### config.mk
export PLATFORM = sky130hd
export DESIGN_NAME = seir_mul
export DESIGN_NICKNAME = d
export VERILOG_FILES = /design/src/design/seir_pkg.sv /design/src/design/seir_mul.sv
export SDC_FILE = /design/constraint.sdc
export NUM_CORES = 2
export LEC_CHECK = 0
export ABC_AREA = 0
export BUFFER_PORTS_ARGS = -buffer_cell sky130_fd_sc_hd__buf_4
export CAP_MARGIN = 20
export CORE_MARGIN = 3
export CORE_UTILIZATION = 52
export CTS_CLUSTER_SIZE = 28
export DETAILED_ROUTE_END_ITERATION = 12
export GPL_ROUTABILITY_DRIVEN = 0
export PLACE_DENSITY_LB_ADDON = 0.05
export RECOVER_POWER = 100
export SYNTH_ARGS = -nofsm -noshare
export SYNTH_HDL_FRONTEND = slang
export SYNTH_SLANG_ARGS = --single-unit
### constraint.sdc
create_clock -name aclk -period 9.8 [get_ports aclk]
set_input_delay 1.96 -clock aclk [delete_from_list [all_inputs] [get_ports aclk]]
set_output_delay 1.96 -clock aclk [all_outputs]
set_load 0.02 [all_outputs]
### src/design/seir_pkg.sv
// Shared types, constants and the micro-program of the SEIR Runge-Kutta step.
// No dependencies; used by seir_mul, seir_div6 and seir_rk4_step_top.
`default_nettype none

package seir_pkg;

    localparam int POP_W     = 64;
    localparam int DT_W      = 32;
    localparam int RATE_W    = 48;
    localparam int RECR_W    = 63;
    localparam int NUM_REGS  = 8;
    localparam int CFG_IDX_W = 3;
    localparam int POP_FRAC  = 24;
    localparam int RATE_FRAC = 44;
    localparam int SLOT_N    = 32;
    localparam int SLOT_W    = 5;

    // Division by six as a product with a rounded-up reciprocal of 6 / 2^66.
    localparam logic [POP_W-1:0] DIV6_RECIP = 64'hAAAA_AAAA_AAAA_AAAB;
    localparam int               DIV6_SHIFT = 66;

    localparam logic [POP_W-1:0] POP_MAX = {1'b0, {(POP_W-1){1'b1}}};
    localparam logic [POP_W-1:0] POP_MIN = {1'b1, {(POP_W-1){1'b0}}};

    // Register indexes.
    localparam logic [2:0] CFG_RECRUIT  = 3'd0;
    localparam logic [2:0] CFG_CONTACT  = 3'd1;
    localparam logic [2:0] CFG_INCUB    = 3'd2;
    localparam logic [2:0] CFG_RECOVER  = 3'd3;
    localparam logic [2:0] CFG_NAT_DEATH = 3'd4;
    localparam logic [2:0] CFG_DIS_DEATH = 3'd5;
    localparam logic [2:0] CFG_PART_VAX = 3'd6;
    localparam logic [2:0] CFG_FULL_VAX = 3'd7;

    // Sources of a load and targets of a store.
    localparam logic [2:0] LD_S   = 3'd0;
    localparam logic [2:0] LD_E   = 3'd1;
    localparam logic [2:0] LD_I   = 3'd2;
    localparam logic [2:0] LD_R   = 3'd3;
    localparam logic [2:0] LD_REC = 3'd4;

    // Scratch slots.
    localparam logic [4:0] SL_Y   = 5'd0;
    localparam logic [4:0] SL_P   = 5'd4;
    localparam logic [4:0] SL_K   = 5'd8;
    localparam logic [4:0] SL_INF = 5'd24;
    localparam logic [4:0] SL_T   = 5'd25;
    localparam logic [4:0] SL_M   = 5'd26;
    localparam logic [4:0] SL_M2  = 5'd27;
    localparam logic [4:0] SL_REC = 5'd28;

    typedef enum logic [3:0] {
        OP_LOAD, OP_STORE, OP_ADD, OP_SUB, OP_MRATE, OP_MPOP,
        OP_MTH, OP_MTF, OP_DIV6, OP_END
    } op_t;

    typedef enum logic [2:0] {
        SEG_INIT, SEG_DERIV, SEG_POINT, SEG_FINAL, SEG_STORE, SEG_TOTAL
    } seg_t;

    typedef enum logic [1:0] {
        SC_POP, SC_RATE, SC_DIV6
    } scale_t;

    typedef struct packed {
        op_t         op;
        logic [2:0]  sel;
        logic [4:0]  src_a;
        logic [4:0]  src_b;
        logic [4:0]  dst;
    } uop_t;

    typedef struct packed {
        logic [POP_W-1:0] a;
        logic [POP_W-1:0] b;
        logic             neg;
        scale_t           scale;
    } mul_req_t;

    typedef struct packed {
        logic             done;
        logic             sat;
        logic [POP_W-1:0] value;
    } mul_rsp_t;

    function automatic uop_t mk(input op_t op, input logic [2:0] sel,
                                input logic [4:0] a, input logic [4:0] b,
                                input logic [4:0] d);
        uop_t u;
        u.op    = op;
        u.sel   = sel;
        u.src_a = a;
        u.src_b = b;
        u.dst   = d;
        return u;
    endfunction

    // Derivative of the four compartments at slots xb..xb+3 into db..db+3.
    function automatic uop_t deriv_uop(input logic [4:0] step, input logic [4:0] xb,
                                       input logic [4:0] db);
        uop_t u;
        logic [4:0] x0, x1, x2, x3;
        x0 = xb;
        x1 = xb + 5'd1;
        x2 = xb + 5'd2;
        x3 = xb + 5'd3;
        unique case (step)
            5'd0:  u = mk(OP_MRATE, CFG_CONTACT, x0, x0, SL_M);
            5'd1:  u = mk(OP_MPOP, 3'd0, SL_M, x2, SL_INF);
            5'd2:  u = mk(OP_SUB, 3'd0, SL_REC, SL_INF, SL_T);
            5'd3:  u = mk(OP_MRATE, CFG_NAT_DEATH, x0, x0, SL_M);
            5'd4:  u = mk(OP_SUB, 3'd0, SL_T, SL_M, SL_T);
            5'd5:  u = mk(OP_MRATE, CFG_PART_VAX, x0, x0, SL_M);
            5'd6:  u = mk(OP_SUB, 3'd0, SL_T, SL_M, SL_T);
            5'd7:  u = mk(OP_MRATE, CFG_FULL_VAX, x0, x0, SL_M);
            5'd8:  u = mk(OP_SUB, 3'd0, SL_T, SL_M, db);
            5'd9:  u = mk(OP_MRATE, CFG_NAT_DEATH, x1, x1, SL_M);
            5'd10: u = mk(OP_SUB, 3'd0, SL_INF, SL_M, SL_T);
            5'd11: u = mk(OP_MRATE, CFG_INCUB, x1, x1, SL_M);
            5'd12: u = mk(OP_SUB, 3'd0, SL_T, SL_M, SL_T);
            5'd13: u = mk(OP_MRATE, CFG_PART_VAX, x0, x0, SL_M);
            5'd14: u = mk(OP_ADD, 3'd0, SL_T, SL_M, db + 5'd1);
            5'd15: u = mk(OP_MRATE, CFG_INCUB, x1, x1, SL_T);
            5'd16: u = mk(OP_MRATE, CFG_NAT_DEATH, x2, x2, SL_M);
            5'd17: u = mk(OP_SUB, 3'd0, SL_T, SL_M, SL_T);
            5'd18: u = mk(OP_MRATE, CFG_DIS_DEATH, x2, x2, SL_M);
            5'd19: u = mk(OP_SUB, 3'd0, SL_T, SL_M, SL_T);
            5'd20: u = mk(OP_MRATE, CFG_RECOVER, x2, x2, SL_M);
            5'd21: u = mk(OP_SUB, 3'd0, SL_T, SL_M, db + 5'd2);
            5'd22: u = mk(OP_MRATE, CFG_FULL_VAX, x0, x0, SL_T);
            5'd23: u = mk(OP_MRATE, CFG_RECOVER, x2, x2, SL_M);
            5'd24: u = mk(OP_ADD, 3'd0, SL_T, SL_M, SL_T);
            5'd25: u = mk(OP_MRATE, CFG_NAT_DEATH, x3, x3, SL_M);
            5'd26: u = mk(OP_SUB, 3'd0, SL_T, SL_M, db + 5'd3);
            default: u = mk(OP_END, 3'd0, SL_T, SL_T, SL_T);
        endcase
        return u;
    endfunction

    function automatic logic [4:0] seg_last(input seg_t seg);
        logic [4:0] n;
        unique case (seg)
            SEG_INIT:  n = 5'd4;
            SEG_DERIV: n = 5'd26;
            SEG_POINT: n = 5'd7;
            SEG_FINAL: n = 5'd31;
            SEG_STORE: n = 5'd3;
            SEG_TOTAL: n = 5'd7;
            default:   n = 5'd0;
        endcase
        return n;
    endfunction

    function automatic uop_t fetch_uop(input seg_t seg, input logic [1:0] stage,
                                       input logic [4:0] step);
        uop_t u;
        logic [4:0] kb, kn, yn, pn;
        logic [1:0] n;
        kb = SL_K + {1'b0, stage, 2'b00};
        n  = (seg == SEG_POINT) ? step[2:1] : (seg == SEG_FINAL) ? step[4:3] : step[1:0];
        kn = kb + {3'd0, n};
        yn = SL_Y + {3'd0, n};
        pn = SL_P + {3'd0, n};
        unique case (seg)
            SEG_INIT: begin
                if (step == 5'd4) u = mk(OP_LOAD, LD_REC, SL_REC, SL_REC, SL_REC);
                else u = mk(OP_LOAD, {1'b0, n}, yn, yn, yn);
            end
            SEG_DERIV: u = deriv_uop(step, (stage == 2'd0) ? SL_Y : SL_P, kb);
            SEG_POINT: begin
                if (!step[0]) begin
                    u = mk((stage == 2'd2) ? OP_MTF : OP_MTH, 3'd0, kn, kn, SL_M);
                end else begin
                    u = mk(OP_ADD, 3'd0, yn, SL_M, pn);
                end
            end
            SEG_FINAL: begin
                unique case (step[2:0])
                    3'd0: u = mk(OP_ADD, 3'd0, SL_K + 5'd4 + {3'd0, n},
                                 SL_K + 5'd4 + {3'd0, n}, SL_M2);
                    3'd1: u = mk(OP_ADD, 3'd0, SL_K + {3'd0, n}, SL_M2, SL_T);
                    3'd2: u = mk(OP_ADD, 3'd0, SL_K + 5'd8 + {3'd0, n},
                                 SL_K + 5'd8 + {3'd0, n}, SL_M2);
                    3'd3: u = mk(OP_ADD, 3'd0, SL_T, SL_M2, SL_T);
                    3'd4: u = mk(OP_ADD, 3'd0, SL_T, SL_K + 5'd12 + {3'd0, n}, SL_T);
                    3'd5: u = mk(OP_MTF, 3'd0, SL_T, SL_T, SL_M);
                    3'd6: u = mk(OP_DIV6, 3'd0, SL_M, SL_M, SL_M);
                    default: u = mk(OP_ADD, 3'd0, yn, SL_M, pn);
                endcase
            end
            SEG_STORE: u = mk(OP_STORE, {1'b0, n}, pn, pn, pn);
            SEG_TOTAL: begin
                unique case (step[2:0])
                    3'd4: u = mk(OP_ADD, 3'd0, SL_Y, SL_Y + 5'd1, SL_T);
                    3'd5: u = mk(OP_ADD, 3'd0, SL_T, SL_Y + 5'd2, SL_T);
                    3'd6: u = mk(OP_ADD, 3'd0, SL_T, SL_Y + 5'd3, SL_T);
                    3'd7: u = mk(OP_END, 3'd0, SL_T, SL_T, SL_T);
                    default: u = mk(OP_LOAD, {1'b0, n}, yn, yn, yn);
                endcase
            end
            default: u = mk(OP_END, 3'd0, SL_T, SL_T, SL_T);
        endcase
        return u;
    endfunction

endpackage

`default_nettype wire

### src/design/seir_mul.sv
// Shared multiplier: 64 by 64 magnitude product from four 32 by 32 partial
// products, scaled right, signed and saturated. Depends on seir_pkg.
`default_nettype none

module seir_mul (
    input  wire logic               aclk,
    input  wire logic               aresetn,
    input  wire logic               start,
    input  wire seir_pkg::mul_req_t req,
    output seir_pkg::mul_rsp_t      rsp
);

    logic                         busy_reg;
    logic [2:0]                   cnt_reg;
    logic [seir_pkg::POP_W-1:0]   a_reg, b_reg;
    logic                         neg_reg;
    seir_pkg::scale_t             scale_reg;
    logic [63:0]                  pp_reg;
    logic [1:0]                   ppsh_reg;
    logic [127:0]                 acc_reg;
    logic [31:0]                  a_half, b_half;
    logic [63:0]                  prod;
    logic [127:0]                 addend, q;
    logic [63:0]                  qhi, qlo;
    logic                         big;

    assign a_half = cnt_reg[0] ? a_reg[63:32] : a_reg[31:0];
    assign b_half = cnt_reg[1] ? b_reg[63:32] : b_reg[31:0];
    assign prod   = a_half * b_half;

    always_comb begin
        unique case (ppsh_reg)
            2'd1:    addend = {32'd0, pp_reg, 32'd0};
            2'd2:    addend = {pp_reg, 64'd0};
            default: addend = {64'd0, pp_reg};
        endcase
    end

    always_comb begin
        unique case (scale_reg)
            seir_pkg::SC_RATE: q = acc_reg >> seir_pkg::RATE_FRAC;
            seir_pkg::SC_DIV6: q = acc_reg >> seir_pkg::DIV6_SHIFT;
            default:           q = acc_reg >> seir_pkg::POP_FRAC;
        endcase
    end

    assign qhi = q[127:64];
    assign qlo = q[63:0];

    always_comb begin
        if (neg_reg) begin
            big       = (qhi != 64'd0) || (qlo > seir_pkg::POP_MIN);
            rsp.value = big ? seir_pkg::POP_MIN : (64'd0 - qlo);
        end else begin
            big       = (qhi != 64'd0) || qlo[63];
            rsp.value = big ? seir_pkg::POP_MAX : qlo;
        end
        rsp.sat  = big;
        rsp.done = busy_reg && (cnt_reg == 3'd5);
    end

    always_ff @(posedge aclk) begin
        if (!aresetn) begin
            busy_reg <= 1'b0;
            cnt_reg  <= 3'd0;
        end else if (start && !busy_reg) begin
            busy_reg  <= 1'b1;
            cnt_reg   <= 3'd0;
            a_reg     <= req.a;
            b_reg     <= req.b;
            neg_reg   <= req.neg;
            scale_reg <= req.scale;
            acc_reg   <= 128'd0;
        end else if (busy_reg) begin
            if (cnt_reg < 3'd4) begin
                pp_reg   <= prod;
                ppsh_reg <= {1'b0, cnt_reg[0]} + {1'b0, cnt_reg[1]};
            end
            if (cnt_reg != 3'd0 && cnt_reg != 3'd5) begin
                acc_reg <= acc_reg + addend;
            end
            if (cnt_reg == 3'd5) begin
                busy_reg <= 1'b0;
            end else begin
                cnt_reg <= cnt_reg + 3'd1;
            end
        end
    end

endmodule

`default_nettype wire

==> out/results.ini <==
[yosys]
yosys-top-cells-area = fa_1 (32%), edfxtp_1 (17%), ha_1 (8.8%)
synth_common_cells = fa_1 (897), inv_1 (896), nor2_1 (858)
synthArstFlopShare_pct = 0
ys.flop_type = edfxtp_1
synth_top_cell_by_area = fa_1
synth_edf_count = 325
syn_inst = 6351
netlist_area_um2 = 56700
avgSynthCellArea_um2 = 8.93
yosysMostFrequentCell = fa_1
yosysSeqAreaShare_pct = 17.3
ys_warn_count = 0
ys_types = 97
syn_nets = 7780
synthDominantCellAreaShare_pct = 31.6
synth_seq_cells = 329

[finish]
multiInputGateArea_um2 = 42400
drive_gt1_share_pct = 7.68
seq_area_um2 = 9850
nNetsFinal = 7813
synthToLayoutAreaGrowth_pct = 7.57
largest_register_ffs = 128
final_cell_area_um2 = 61000
nFillCells = 9831

[floorplanning]
fp.dieW_um = 336
rows = 120
ios = 200
coreArea_um2 = 108000
initial_utilization_pct = 52.7
die_area_um2 = 113000
die_h_um = 336

[drt]
wl_mm = 208
drtPass1Iterations = 7
routedWlPerCell_um = 26.6
vias_per_cell = 6.15
drt_iter0_drc = 5101
num_vias = 48095
drtAntennaViolNets = 0
post-route-drc-count = 0

[outcome]
violations = capacitance limit, slew limit
outcome = finished, violations left

[timing]
timing.final.crit_share_pct = 95.4
worst_slew_pin_slew_ns = 4.41
finClkSkew_ns = 0.0337
post-route-min-period_ns = 9.35
setup-violations-final = 0
slew_viol_final = 487
clock.fmax_ghz = 0.107
slew_headroom_pct = -194
hold_viol = 0
tns_ns = 0
rsz0062_at_grt = false

[setup_path]
r2r_setup_slack_ns = 0.45
critPathMaxFanout = 31
regToRegEndpoint = pp_reg[63]
crit_path_top_delay_cell = mux2i_2
endpoint_kind = flop
rr_worst_depth = 25
required_ns = 10.18
cpMostUsedCell = fa_1
max_stage_delay_ns = 0.97
path_class = reg -> reg
start_kind = flop
cp.arrival_ns = 9.73
rr_startpoint = cnt_reg[1]

[global_route]
grtUsageTotal_pct = 37.1
grt_pass1_wl_mm = 309
first_global_vias = 48504
grt-ovfl-total = 0
antenna_found_initial = 5
grt_max_degree = 84

[run]
maxCapViolCount = 8

[min_path]
holdPathEnd = cnt_reg[2]
hold_depth = 2
hold_start = cnt_reg[2]
hold_class = reg -> reg

[clock_tree]
cts_setup_buffers = 0
cts.clk_slew.worst_paths_ns = 0.06
numClockSinks = 329
cts_hold_buf = 0
ctsResizeCount = 0
cts_tree = done
cts_max_level = 2
cts.path.max_buffers = 3
cts_root_buffer = clkbuf_16
cts_buffers = 41
insertion_delay_ns = 0.64

[placed_design]
hpwlAfterDp_mm = 167
place_area_um2 = 59900
port_buffers = 199

-- cell type report --
cell class / instances / share of cell area, %
Multi-Input combinational cell: 4783 / 69.4
Sequential cell: 329 / 16.1
Inverter: 898 / 5.52
Timing Repair Buffer: 331 / 3.73
Tap cell: 1403 / 2.88
Clock buffer: 50 / 1.74
Clock inverter: 26 / 0.551
Antenna cell: 6 / 0.0246
-- cell usage in the layout, fill, tap and decap left out, types with 18 or more instances in the layout --
| cell | count |
|---|---|
| a21boi_0 | 18 |
| xor2_1 | 69 |
| clkbuf_16 | 41 |
| a22o_1 | 65 |
| o21bai_1 | 64 |
| mux2_2 | 61 |
| mux2i_2 | 43 |
| and3_1 | 20 |
| a22oi_1 | 39 |
| fa_1 | 897 |
| edfxtp_1 | 325 |
| and2_1 | 72 |
| a211oi_1 | 25 |
| clkbuf_1 | 73 |
| xnor2_1 | 112 |
| nand2_1 | 741 |
| buf_4 | 134 |
| nand4_1 | 92 |
| nor2b_1 | 23 |
| a31oi_1 | 34 |
| nor3_1 | 48 |
| o21ai_0 | 212 |
| clkbuf_4 | 126 |
| nand2b_1 | 28 |
| nor2_1 | 858 |
| nor4_1 | 27 |
| o21a_1 | 38 |
| ha_1 | 396 |
| inv_1 | 896 |
| nand3_1 | 64 |
| a221o_1 | 31 |
| a21oi_1 | 336 |
| mux2i_1 | 24 |
| a21o_1 | 108 |
-- per-stage QoR --
stage | std cells | hold slack, ns | setup WS, ns | util (%)
global route | 7820 | 0.648 | 0.0678 | 56.7
finish | 7826 | 0.593 | 0.449 | 56.7
floorplan | 6351 | 0.490 | 0.317 | -
CTS | 7819 | 0.600 | 0.600 | 56.9
detailed placement | 7743 | 0.593 | 0.597 | 55.6
global placement | 7743 | 0.569 | 0.687 | 55.6
-- per-layer routing --
metal | global-route usage [%] | up-vias | routed length [µm]
met5 | 0 | - | 58
met1 | 47.1 | 23493 | 78200
met4 | 22.1 | 8 | 16900
met3 | 10.4 | 761 | 24100
li1 | - | 20898 | -
met2 | 56.8 | 2935 | 89200
-- worst max-delay path: cells and delay by family, from the launching register on --
kind,cells,cell delay (ns)
and+or+nand+nor,4,0.94
AOI/OAI and AO/OA,6,1.22
muxes,1,0.97
DFF,1,0.73
xor gates and xnor gates,1,0.11
adders and majority gates,9,4.52
buffers and inverters,4,0.61
-- cells by family (layout without fill, tap and decap cells) --
| kind of cell | count (synthesis) | count (layout) | synth area share [%] |
|---|---|---|---|
| DFF | 329 | 329 | 17.3 |
| buffers and inverters | 1239 | 1305 | 8.37 |
| xor gates and xnor gates | 181 | 181 | 2.79 |
| other | 0 | 6 | 0 |
| AOI/OAI and AO/OA | 1109 | 1109 | 12.9 |
| muxes | 135 | 135 | 2.52 |
| adders and majority gates | 1295 | 1295 | 40.4 |
| and+or+nand+nor | 2063 | 2063 | 15.7 |
-- worst max path at each step --
stage	endpoint	depth (start not counted)	slack (ns)	start
floorplan	acc_reg[0]	4	0.32	start
global placement	pp_reg[52]	26	0.69	cnt_reg[0]
detailed placement	pp_reg[63]	25	0.60	cnt_reg[1]
CTS	pp_reg[63]	25	0.60	cnt_reg[1]
global route	rsp[25]	14	0.07	scale_reg[1]
finish	pp_reg[63]	25	0.45	cnt_reg[1]
Power is left out: the tool's default activity adds up to more than one toggle a clock period on the data nets, which glitch-free logic cannot reach.
