--- src/design/seir_pkg.sv ---
// Shared types, constants and the micro-program of the SEIR Runge-Kutta step.
// No dependencies; used by seir_mul, seir_div6 and seir_rk4_step_top.
`default_nettype none

package seir_pkg;

    localparam int POP_W     = 64;
    localparam int DT_W      = 32;
    localparam int RATE_W    = 48;
    localparam int RECR_W    = 63;
    localparam int NUM_REGS  = 8;
    localparam int CFG_IDX_W = 3;
    localparam int POP_FRAC  = 24;
    localparam int RATE_FRAC = 44;
    localparam int SLOT_N    = 32;
    localparam int SLOT_W    = 5;

    // Division by six as a product with a rounded-up reciprocal of 6 / 2^66.
    localparam logic [POP_W-1:0] DIV6_RECIP = 64'hAAAA_AAAA_AAAA_AAAB;
    localparam int               DIV6_SHIFT = 66;

    localparam logic [POP_W-1:0] POP_MAX = {1'b0, {(POP_W-1){1'b1}}};
    localparam logic [POP_W-1:0] POP_MIN = {1'b1, {(POP_W-1){1'b0}}};

    // Register indexes.
    localparam logic [2:0] CFG_RECRUIT  = 3'd0;
    localparam logic [2:0] CFG_CONTACT  = 3'd1;
    localparam logic [2:0] CFG_INCUB    = 3'd2;
    localparam logic [2:0] CFG_RECOVER  = 3'd3;
    localparam logic [2:0] CFG_NAT_DEATH = 3'd4;
    localparam logic [2:0] CFG_DIS_DEATH = 3'd5;
    localparam logic [2:0] CFG_PART_VAX = 3'd6;
    localparam logic [2:0] CFG_FULL_VAX = 3'd7;

    // Sources of a load and targets of a store.
    localparam logic [2:0] LD_S   = 3'd0;
    localparam logic [2:0] LD_E   = 3'd1;
    localparam logic [2:0] LD_I   = 3'd2;
    localparam logic [2:0] LD_R   = 3'd3;
    localparam logic [2:0] LD_REC = 3'd4;

    // Scratch slots.
    localparam logic [4:0] SL_Y   = 5'd0;
    localparam logic [4:0] SL_P   = 5'd4;
    localparam logic [4:0] SL_K   = 5'd8;
    localparam logic [4:0] SL_INF = 5'd24;
    localparam logic [4:0] SL_T   = 5'd25;
    localparam logic [4:0] SL_M   = 5'd26;
    localparam logic [4:0] SL_M2  = 5'd27;
    localparam logic [4:0] SL_REC = 5'd28;

    typedef enum logic [3:0] {
        OP_LOAD, OP_STORE, OP_ADD, OP_SUB, OP_MRATE, OP_MPOP,
        OP_MTH, OP_MTF, OP_DIV6, OP_END
    } op_t;

    typedef enum logic [2:0] {
        SEG_INIT, SEG_DERIV, SEG_POINT, SEG_FINAL, SEG_STORE, SEG_TOTAL
    } seg_t;

    typedef enum logic [1:0] {
        SC_POP, SC_RATE, SC_DIV6
    } scale_t;

    typedef struct packed {
        op_t         op;
        logic [2:0]  sel;
        logic [4:0]  src_a;
        logic [4:0]  src_b;
        logic [4:0]  dst;
    } uop_t;

    typedef struct packed {
        logic [POP_W-1:0] a;
        logic [POP_W-1:0] b;
        logic             neg;
        scale_t           scale;
    } mul_req_t;

    typedef struct packed {
        logic             done;
        logic             sat;
        logic [POP_W-1:0] value;
    } mul_rsp_t;

    function automatic uop_t mk(input op_t op, input logic [2:0] sel,
                                input logic [4:0] a, input logic [4:0] b,
                                input logic [4:0] d);
        uop_t u;
        u.op    = op;
        u.sel   = sel;
        u.src_a = a;
        u.src_b = b;
        u.dst   = d;
        return u;
    endfunction

    // Derivative of the four compartments at slots xb..xb+3 into db..db+3.
    function automatic uop_t deriv_uop(input logic [4:0] step, input logic [4:0] xb,
                                       input logic [4:0] db);
        uop_t u;
        logic [4:0] x0, x1, x2, x3;
        x0 = xb;
        x1 = xb + 5'd1;
        x2 = xb + 5'd2;
        x3 = xb + 5'd3;
        unique case (step)
            5'd0:  u = mk(OP_MRATE, CFG_CONTACT, x0, x0, SL_M);
            5'd1:  u = mk(OP_MPOP, 3'd0, SL_M, x2, SL_INF);
            5'd2:  u = mk(OP_SUB, 3'd0, SL_REC, SL_INF, SL_T);
            5'd3:  u = mk(OP_MRATE, CFG_NAT_DEATH, x0, x0, SL_M);
            5'd4:  u = mk(OP_SUB, 3'd0, SL_T, SL_M, SL_T);
            5'd5:  u = mk(OP_MRATE, CFG_PART_VAX, x0, x0, SL_M);
            5'd6:  u = mk(OP_SUB, 3'd0, SL_T, SL_M, SL_T);
            5'd7:  u = mk(OP_MRATE, CFG_FULL_VAX, x0, x0, SL_M);
            5'd8:  u = mk(OP_SUB, 3'd0, SL_T, SL_M, db);
            5'd9:  u = mk(OP_MRATE, CFG_NAT_DEATH, x1, x1, SL_M);
            5'd10: u = mk(OP_SUB, 3'd0, SL_INF, SL_M, SL_T);
            5'd11: u = mk(OP_MRATE, CFG_INCUB, x1, x1, SL_M);
            5'd12: u = mk(OP_SUB, 3'd0, SL_T, SL_M, SL_T);
            5'd13: u = mk(OP_MRATE, CFG_PART_VAX, x0, x0, SL_M);
            5'd14: u = mk(OP_ADD, 3'd0, SL_T, SL_M, db + 5'd1);
            5'd15: u = mk(OP_MRATE, CFG_INCUB, x1, x1, SL_T);
            5'd16: u = mk(OP_MRATE, CFG_NAT_DEATH, x2, x2, SL_M);
            5'd17: u = mk(OP_SUB, 3'd0, SL_T, SL_M, SL_T);
            5'd18: u = mk(OP_MRATE, CFG_DIS_DEATH, x2, x2, SL_M);
            5'd19: u = mk(OP_SUB, 3'd0, SL_T, SL_M, SL_T);
            5'd20: u = mk(OP_MRATE, CFG_RECOVER, x2, x2, SL_M);
            5'd21: u = mk(OP_SUB, 3'd0, SL_T, SL_M, db + 5'd2);
            5'd22: u = mk(OP_MRATE, CFG_FULL_VAX, x0, x0, SL_T);
            5'd23: u = mk(OP_MRATE, CFG_RECOVER, x2, x2, SL_M);
            5'd24: u = mk(OP_ADD, 3'd0, SL_T, SL_M, SL_T);
            5'd25: u = mk(OP_MRATE, CFG_NAT_DEATH, x3, x3, SL_M);
            5'd26: u = mk(OP_SUB, 3'd0, SL_T, SL_M, db + 5'd3);
            default: u = mk(OP_END, 3'd0, SL_T, SL_T, SL_T);
        endcase
        return u;
    endfunction

    function automatic logic [4:0] seg_last(input seg_t seg);
        logic [4:0] n;
        unique case (seg)
            SEG_INIT:  n = 5'd4;
            SEG_DERIV: n = 5'd26;
            SEG_POINT: n = 5'd7;
            SEG_FINAL: n = 5'd31;
            SEG_STORE: n = 5'd3;
            SEG_TOTAL: n = 5'd7;
            default:   n = 5'd0;
        endcase
        return n;
    endfunction

    function automatic uop_t fetch_uop(input seg_t seg, input logic [1:0] stage,
                                       input logic [4:0] step);
        uop_t u;
        logic [4:0] kb, kn, yn, pn;
        logic [1:0] n;
        kb = SL_K + {1'b0, stage, 2'b00};
        n  = (seg == SEG_POINT) ? step[2:1] : (seg == SEG_FINAL) ? step[4:3] : step[1:0];
        kn = kb + {3'd0, n};
        yn = SL_Y + {3'd0, n};
        pn = SL_P + {3'd0, n};
        unique case (seg)
            SEG_INIT: begin
                if (step == 5'd4) u = mk(OP_LOAD, LD_REC, SL_REC, SL_REC, SL_REC);
                else u = mk(OP_LOAD, {1'b0, n}, yn, yn, yn);
            end
            SEG_DERIV: u = deriv_uop(step, (stage == 2'd0) ? SL_Y : SL_P, kb);
            SEG_POINT: begin
                if (!step[0]) begin
                    u = mk((stage == 2'd2) ? OP_MTF : OP_MTH, 3'd0, kn, kn, SL_M);
                end else begin
                    u = mk(OP_ADD, 3'd0, yn, SL_M, pn);
                end
            end
            SEG_FINAL: begin
                unique case (step[2:0])
                    3'd0: u = mk(OP_ADD, 3'd0, SL_K + 5'd4 + {3'd0, n},
                                 SL_K + 5'd4 + {3'd0, n}, SL_M2);
                    3'd1: u = mk(OP_ADD, 3'd0, SL_K + {3'd0, n}, SL_M2, SL_T);
                    3'd2: u = mk(OP_ADD, 3'd0, SL_K + 5'd8 + {3'd0, n},
                                 SL_K + 5'd8 + {3'd0, n}, SL_M2);
                    3'd3: u = mk(OP_ADD, 3'd0, SL_T, SL_M2, SL_T);
                    3'd4: u = mk(OP_ADD, 3'd0, SL_T, SL_K + 5'd12 + {3'd0, n}, SL_T);
                    3'd5: u = mk(OP_MTF, 3'd0, SL_T, SL_T, SL_M);
                    3'd6: u = mk(OP_DIV6, 3'd0, SL_M, SL_M, SL_M);
                    default: u = mk(OP_ADD, 3'd0, yn, SL_M, pn);
                endcase
            end
            SEG_STORE: u = mk(OP_STORE, {1'b0, n}, pn, pn, pn);
            SEG_TOTAL: begin
                unique case (step[2:0])
                    3'd4: u = mk(OP_ADD, 3'd0, SL_Y, SL_Y + 5'd1, SL_T);
                    3'd5: u = mk(OP_ADD, 3'd0, SL_T, SL_Y + 5'd2, SL_T);
                    3'd6: u = mk(OP_ADD, 3'd0, SL_T, SL_Y + 5'd3, SL_T);
                    3'd7: u = mk(OP_END, 3'd0, SL_T, SL_T, SL_T);
                    default: u = mk(OP_LOAD, {1'b0, n}, yn, yn, yn);
                endcase
            end
            default: u = mk(OP_END, 3'd0, SL_T, SL_T, SL_T);
        endcase
        return u;
    endfunction

endpackage

`default_nettype wire

--- src/design/seir_div6.sv ---
// Signed division by six, truncated toward zero, as a request to the shared
// multiplier: the magnitude times a scaled reciprocal. Depends on seir_pkg.
`default_nettype none

module seir_div6 (
    input  wire logic [seir_pkg::POP_W-1:0] value,
    output seir_pkg::mul_req_t              req
);

    always_comb begin
        req.a     = value[63] ? (64'd0 - value) : value;
        req.b     = seir_pkg::DIV6_RECIP;
        req.neg   = value[63];
        req.scale = seir_pkg::SC_DIV6;
    end

endmodule

`default_nettype wire

--- config.mk ---
export PLATFORM = sky130hd
export DESIGN_NAME = seir_div6
export DESIGN_NICKNAME = d
export VERILOG_FILES = /design/src/design/seir_pkg.sv /design/src/design/seir_div6.sv
export SDC_FILE = /design/constraint.sdc
export NUM_CORES = 1
export LEC_CHECK = 0
export CAP_MARGIN = 20
export CORE_AREA = 4 4 74 76
export DETAILED_ROUTE_END_ITERATION = 7
export DIE_AREA = 0 0 78 80
export DONT_BUFFER_PORTS = 1
export GPL_TIMING_DRIVEN = 0
export PLACE_DENSITY = 0.55
export SYNTH_ARGS = -nofsm -noshare
export SYNTH_HDL_FRONTEND = slang
export SYNTH_SLANG_ARGS = --single-unit
--- constraint.sdc ---
create_clock -name vclk -period 4.5
set_input_delay 0.45 -clock vclk [all_inputs]
set_output_delay 0.45 -clock vclk [all_outputs]
set_load 0.05 [all_outputs]
==> out/qor.yml, run 1 <==
outcome: "finished, final reports clean"
cts-resized-gates: 0
antenna_found_initial: 0
timing.fmax_mhz: 275
synth_seq_area_share_pct: 0
hold_buffers: 0
worstPathRequired_ns: 4.05
power_frac_comb_pct: 100.0
io_pins: 195
ant_nets: 0
final_common_cell: "buf_4"
setup_viol: 0
critPathKind: "input pin to output pin"
regArea_um2: 0
hpwl_mm: 5.68
slew_violations: 0
nClkBuffers: 0
fin_area_um2: 2390
report.final.hold_viol_count: 0
powerDensity_nw_per_um2: 210
post-place-cells: 421
ys_types: 28
drt-total-wl_mm: 6.48
first_pass_iters: 4
num_antenna_cells: 0
drive_gt1_share_pct: 26.3
syn_area_per_cell_um2: 7.10
timing.final.ws_setup_ns: 0.865
drv_cap: 0
met2_usage_pct: 35.1
avgViaCountPerCell: 4.81
seq_cells: 0
grt_remaining_overflow: 0
synth_adder_area_share_pct: 0.618
track_usage_pct: 18.9
rsz0062_at_grt: "no"
die_area_um2: 6240
arrival_ns: 3.19
critPathLaunchType: "input pin"
netSwitchingPower_uw: 403
placed_area_um2: 2390
core_um2: 4720
switching_share_pct: 80.2
synth_area_um2: 2020
synth_xor_xnor_area_share_pct: 26.4
report.power.total_uw: 502
p_clk_share_pct: 0
endpoint_kind: "output pin"
grt_busiest_layer: "met2"
muxShareOfSynthArea_pct: 0
crit_fanout: 10
synth_top_family_by_area: "buffers and inverters"
netlist_instances: 285
drt-initial-drc-count: 67
grt_max_degree: 11
dieWidth_um: 78
intPower_uw: 99.1
worstMarginPinSlew_ns: 1.19
dp_slack_ns: 0.806
grt_pass1_wl_mm: 9.93
post-cts-setup-buffer-count: 0
layout_common_cells: "buf_4 (73), conb_1 (66), xnor2_1 (61), or3_1 (18), o21ai_0 (17)"
gp_congestion: 0.812
max_slew_margin_pct: 20.4
synth-simple-area-share_pct: 23.1
min_path_type: "input pin to output pin"
portBuffers: 0
peakVddDrop_mv: 0.0974
critical_path.startpoint: "value[10]"
drc: 0
syn_to_final_growth_pct: 18.2
setup_tns_ns: 0
stdcell_count: 421
seq_power_share_pct: 0
period_needed_ns: 3.64
grt_pass1_vias: 1995
worstHoldStart: "value[0]"
dr_total_vias: 2023
routedWlPerCell_um: 15.4
synth_compound_area_share_pct: 20.8
die_h_um: 80
fin_crit_sh_pct: 80.8
rows: 25
cellLeakagePower_uw: 0.000923
nets: 421
use_met1_pct: 22.3
gr-usage-met3_pct: 6.21
yosys_warnings: 0
initial_utilization_pct: 42.8
## routing by layer
| layer | wire length [um] | part of all wire [%] | vias to the layer above |
|---|---|---|---|
| met5 | 0 | 0 | - |
| met4 | 14 | 0.22 | 0 |
| met3 | 820 | 13 | 2 |
| met2 | 3200 | 49 | 118 |
| met1 | 2440 | 38 | 883 |
| li1 | - | - | 1020 |
## cell families after synthesis
family,count (synthesis)
compound gates,53
other cells,2
buf+inv,84
fa+ha+maj,1
simple gates,84
xor+xnor,61
## critical path, cell delays in order
cell and delay (ns):
or3_1 0.36, clkbuf_1 0.16, nor4_1 0.51, nand4_1 0.45, clkbuf_1 0.40, o41ai_2 0.32
xnor2_1 0.53
## area by class of cell
cell class | count | area [um^2]
buffer | 82 | 572
fill | 519 | 2330
inverter | 2 | 7.51
multi-input combinational | 265 | 1690
tap | 67 | 83.8
timing repair buffer | 5 | 37.5
## final timing paths
kind	end	cells past startpoint
min	req[67]	1
max	req[126]	7
## Yosys cell counts
cell type	n	area, um^2
clkbuf_1	12	45.0
nand4_1	5	31.3
o31ai_2	2	25.0
or2_1	1	6.26
o41ai_1	12	105
nor4_1	6	37.5
buf_2	1	5.00
inv_1	2	7.51
nor3_1	3	15.0
nor2_1	10	37.5
o31ai_1	16	120
nand2b_1	2	12.5
or3_4	1	11.3
xnor2_1	61	534
o21ai_0	18	90.1
o41ai_2	5	81.3
nor4b_1	1	8.76
or4b_1	1	10.0
or3_1	18	113
conb_1	2	7.51
ha_1	1	12.5
buf_4	68	510
buf_6	1	11.3
nand2_1	16	60.1
nand3_1	5	25.0
and3_1	1	6.26
or4_1	5	37.5
or2_2	9	56.3
## per-stage QoR
step / util [%] / hold WS (ns)
finish: 50.6 / 1.07
global route: 50.6 / 1.07
CTS: 50.6 / 1.07
detailed placement: 50.6 / 1.07
global placement: 49.7 / 1.07
floorplan: - / 1.07
## power by group through the flow
| stage | Combinational, uW | Sequential, uW | Clock, uW |
|---|---|---|---|
| 6_report | 502 | 0 | 0 |
| 5_1_grt | 522 | 0 | 0 |
| 4_1_cts | 501 | 0 | 0 |
| 3_5_place_dp | 501 | 0 | 0 |
| 3_3_place_gp | 495 | 0 | 0 |
| 2_1_floorplan | 472 | 0 | 0 |
Note: power is estimated with default switching activity, not from simulation.
==> inputs of run 2 (changes only) <==
--- a/config.mk
+++ b/config.mk
@@ -11,7 +11,7 @@
 export DIE_AREA = 0 0 78 80
 export DONT_BUFFER_PORTS = 1
 export GPL_TIMING_DRIVEN = 0
-export PLACE_DENSITY = 0.55
+export PLACE_DENSITY = 0.57
 export SYNTH_ARGS = -nofsm -noshare
 export SYNTH_HDL_FRONTEND = slang
 export SYNTH_SLANG_ARGS = --single-unit
==> constraint.sdc (replaced) <==
create_clock -name vclk -period 3.1
set_input_delay 0.31 -clock vclk [all_inputs]
set_output_delay 0.31 -clock vclk [all_outputs]
set_load 0.05 [all_outputs]
==> run 2 against run 1 <==
Power is 52% higher. Largest power group unchanged. Global-route usage grew 0.58 points. Combinational power grew 51%. Flip-flop and latch count stayed put. Wire length increased by 3.3%. Design area is 11% higher. Critical endpoint is now req[118]. Hold slack worse by 0.28 ns. Core utilization increased by 5.7 points. Sequential share of layout area unchanged. First-iteration DRC count shrank 9.0%. Largest cell class unchanged. Final cell count up 0.48%. Setup slack got worse by 0.80 ns.
==> out/qor.yml, run 2 (same netlist as run 1, synthesis figures left out) <==
report.final.hold_viol_count: 0
drt-initial-drc-count: 61
min_path_type: "input pin to output pin"
seq_cells: 0
worstMarginPinSlew_ns: 1.16
endpoint_kind: "output pin"
switching_share_pct: 77.7
first_pass_iters: 4
fin_area_um2: 2660
ant_nets: 0
nClkBuffers: 0
syn_to_final_growth_pct: 31.5
regArea_um2: 0
placed_area_um2: 2390
routedWlPerCell_um: 15.8
drive_gt1_share_pct: 36.5
grt_remaining_overflow: 0
grt_max_degree: 11
num_antenna_cells: 0
worstPathRequired_ns: 2.79
initial_utilization_pct: 42.8
intPower_uw: 169
slew_violations: 0
rows: 25
layout_common_cells: "buf_4 (75), conb_1 (66), xnor2_1 (32), xnor2_2 (29), or3_1 (18)"
gp_congestion: 0.757
dieWidth_um: 78
drc: 0
avgViaCountPerCell: 4.79
hpwl_mm: 5.60
final_common_cell: "buf_4"
nets: 423
fin_crit_sh_pct: 97.8
grt_pass1_vias: 2004
powerDensity_nw_per_um2: 286
timing.fmax_mhz: 330
max_slew_margin_pct: 22.0
power_frac_comb_pct: 100.0
io_pins: 195
setup_viol: 0
portBuffers: 0
report.power.total_uw: 760
antenna_found_initial: 0
period_needed_ns: 3.03
track_usage_pct: 19.5
die_area_um2: 6240
drt-total-wl_mm: 6.69
p_clk_share_pct: 0
peakVddDrop_mv: 0.147
rsz0062_at_grt: "yes"
outcome: "finished, final reports clean"
netSwitchingPower_uw: 591
critPathLaunchType: "input pin"
seq_power_share_pct: 0
core_um2: 4720
hold_slack_ns: 0.790
die_h_um: 80
arrival_ns: 2.72
dr_total_vias: 2028
crit_fanout: 7
cellLeakagePower_uw: 0.00111
drv_cap: 0
fillers: 472
critPathKind: "input pin to output pin"
grt_pass1_wl_mm: 10.2
run 2: power by group through the flow:
| stage | Sequential (uW) | Clock [uW] | Combinational (uW) |
|---|---|---|---|
| after floorplan | 0 | 0 | 685 |
| after global placement | 0 | 0 | 718 |
| after detailed placement | 0 | 0 | 725 |
| after CTS | 0 | 0 | 740 |
| after global routing | 0 | 0 | 790 |
| final | 0 | 0 | 760 |
run 2: through the flow:
stage | util [%] | std cells | worst slack, ns | TNS [ns]
2_1_floorplan | - | 349 | 0.0453 | 0
3_3_place_gp | 49.8 | 416 | -0.440 | -2.56
3_5_place_dp | 50.6 | 421 | -0.270 | -2.01
4_1_cts | 52.8 | 421 | 0.00783 | 0
5_1_grt | 56.3 | 423 | -0.116 | -0.336
6_report | 56.3 | 423 | 0.0685 | 0
run 2: critical path, stage by stage:
cell     delay (ns)
or4_1          0.51
buf_2          0.18
nor4_1         0.40
nand3_1        0.38
o41ai_1        0.61
xnor2_2        0.33
run 2: cell type report:
| cell class | count | area, um^2 | area share (%) |
|---|---|---|---|
| repair buffers | 7 | 52.6 | 1.97 |
| inverters | 2 | 7.51 | 0.282 |
| well taps | 67 | 83.8 | 3.15 |
| plain buffers | 82 | 573 | 21.5 |
| multi-input cells | 265 | 1940 | 73.1 |
run 2: metal layers:
| layer | wire length, um | share of wire (%) | up-vias | GRT usage (%) |
|---|---|---|---|---|
| met4 | 0 | 0 | 0 | 0 |
| met3 | 751 | 11 | 0 | 5.19 |
| met1 | 2540 | 38 | 899 | 23.6 |
| met2 | 3410 | 51 | 109 | 36.4 |
| li1 | - | - | 1020 | - |
| met5 | 0 | 0 | - | 0 |
run 2: repair_timing:
item                                    4_1_cts  5_1_grt
hold buffers                                  0        0
endpoints found under the setup margin       14       29
resized for setup                            14       23
pin swaps                                     1        1
buffers inserted                              0        2
run 2: final timing paths:
check | from | end | slack, ns | depth (start not counted)
worst max-delay path | value[32] | req[118] | 0.07 | 6
worst min-delay path | value[0] | req[67] | 0.79 | 1
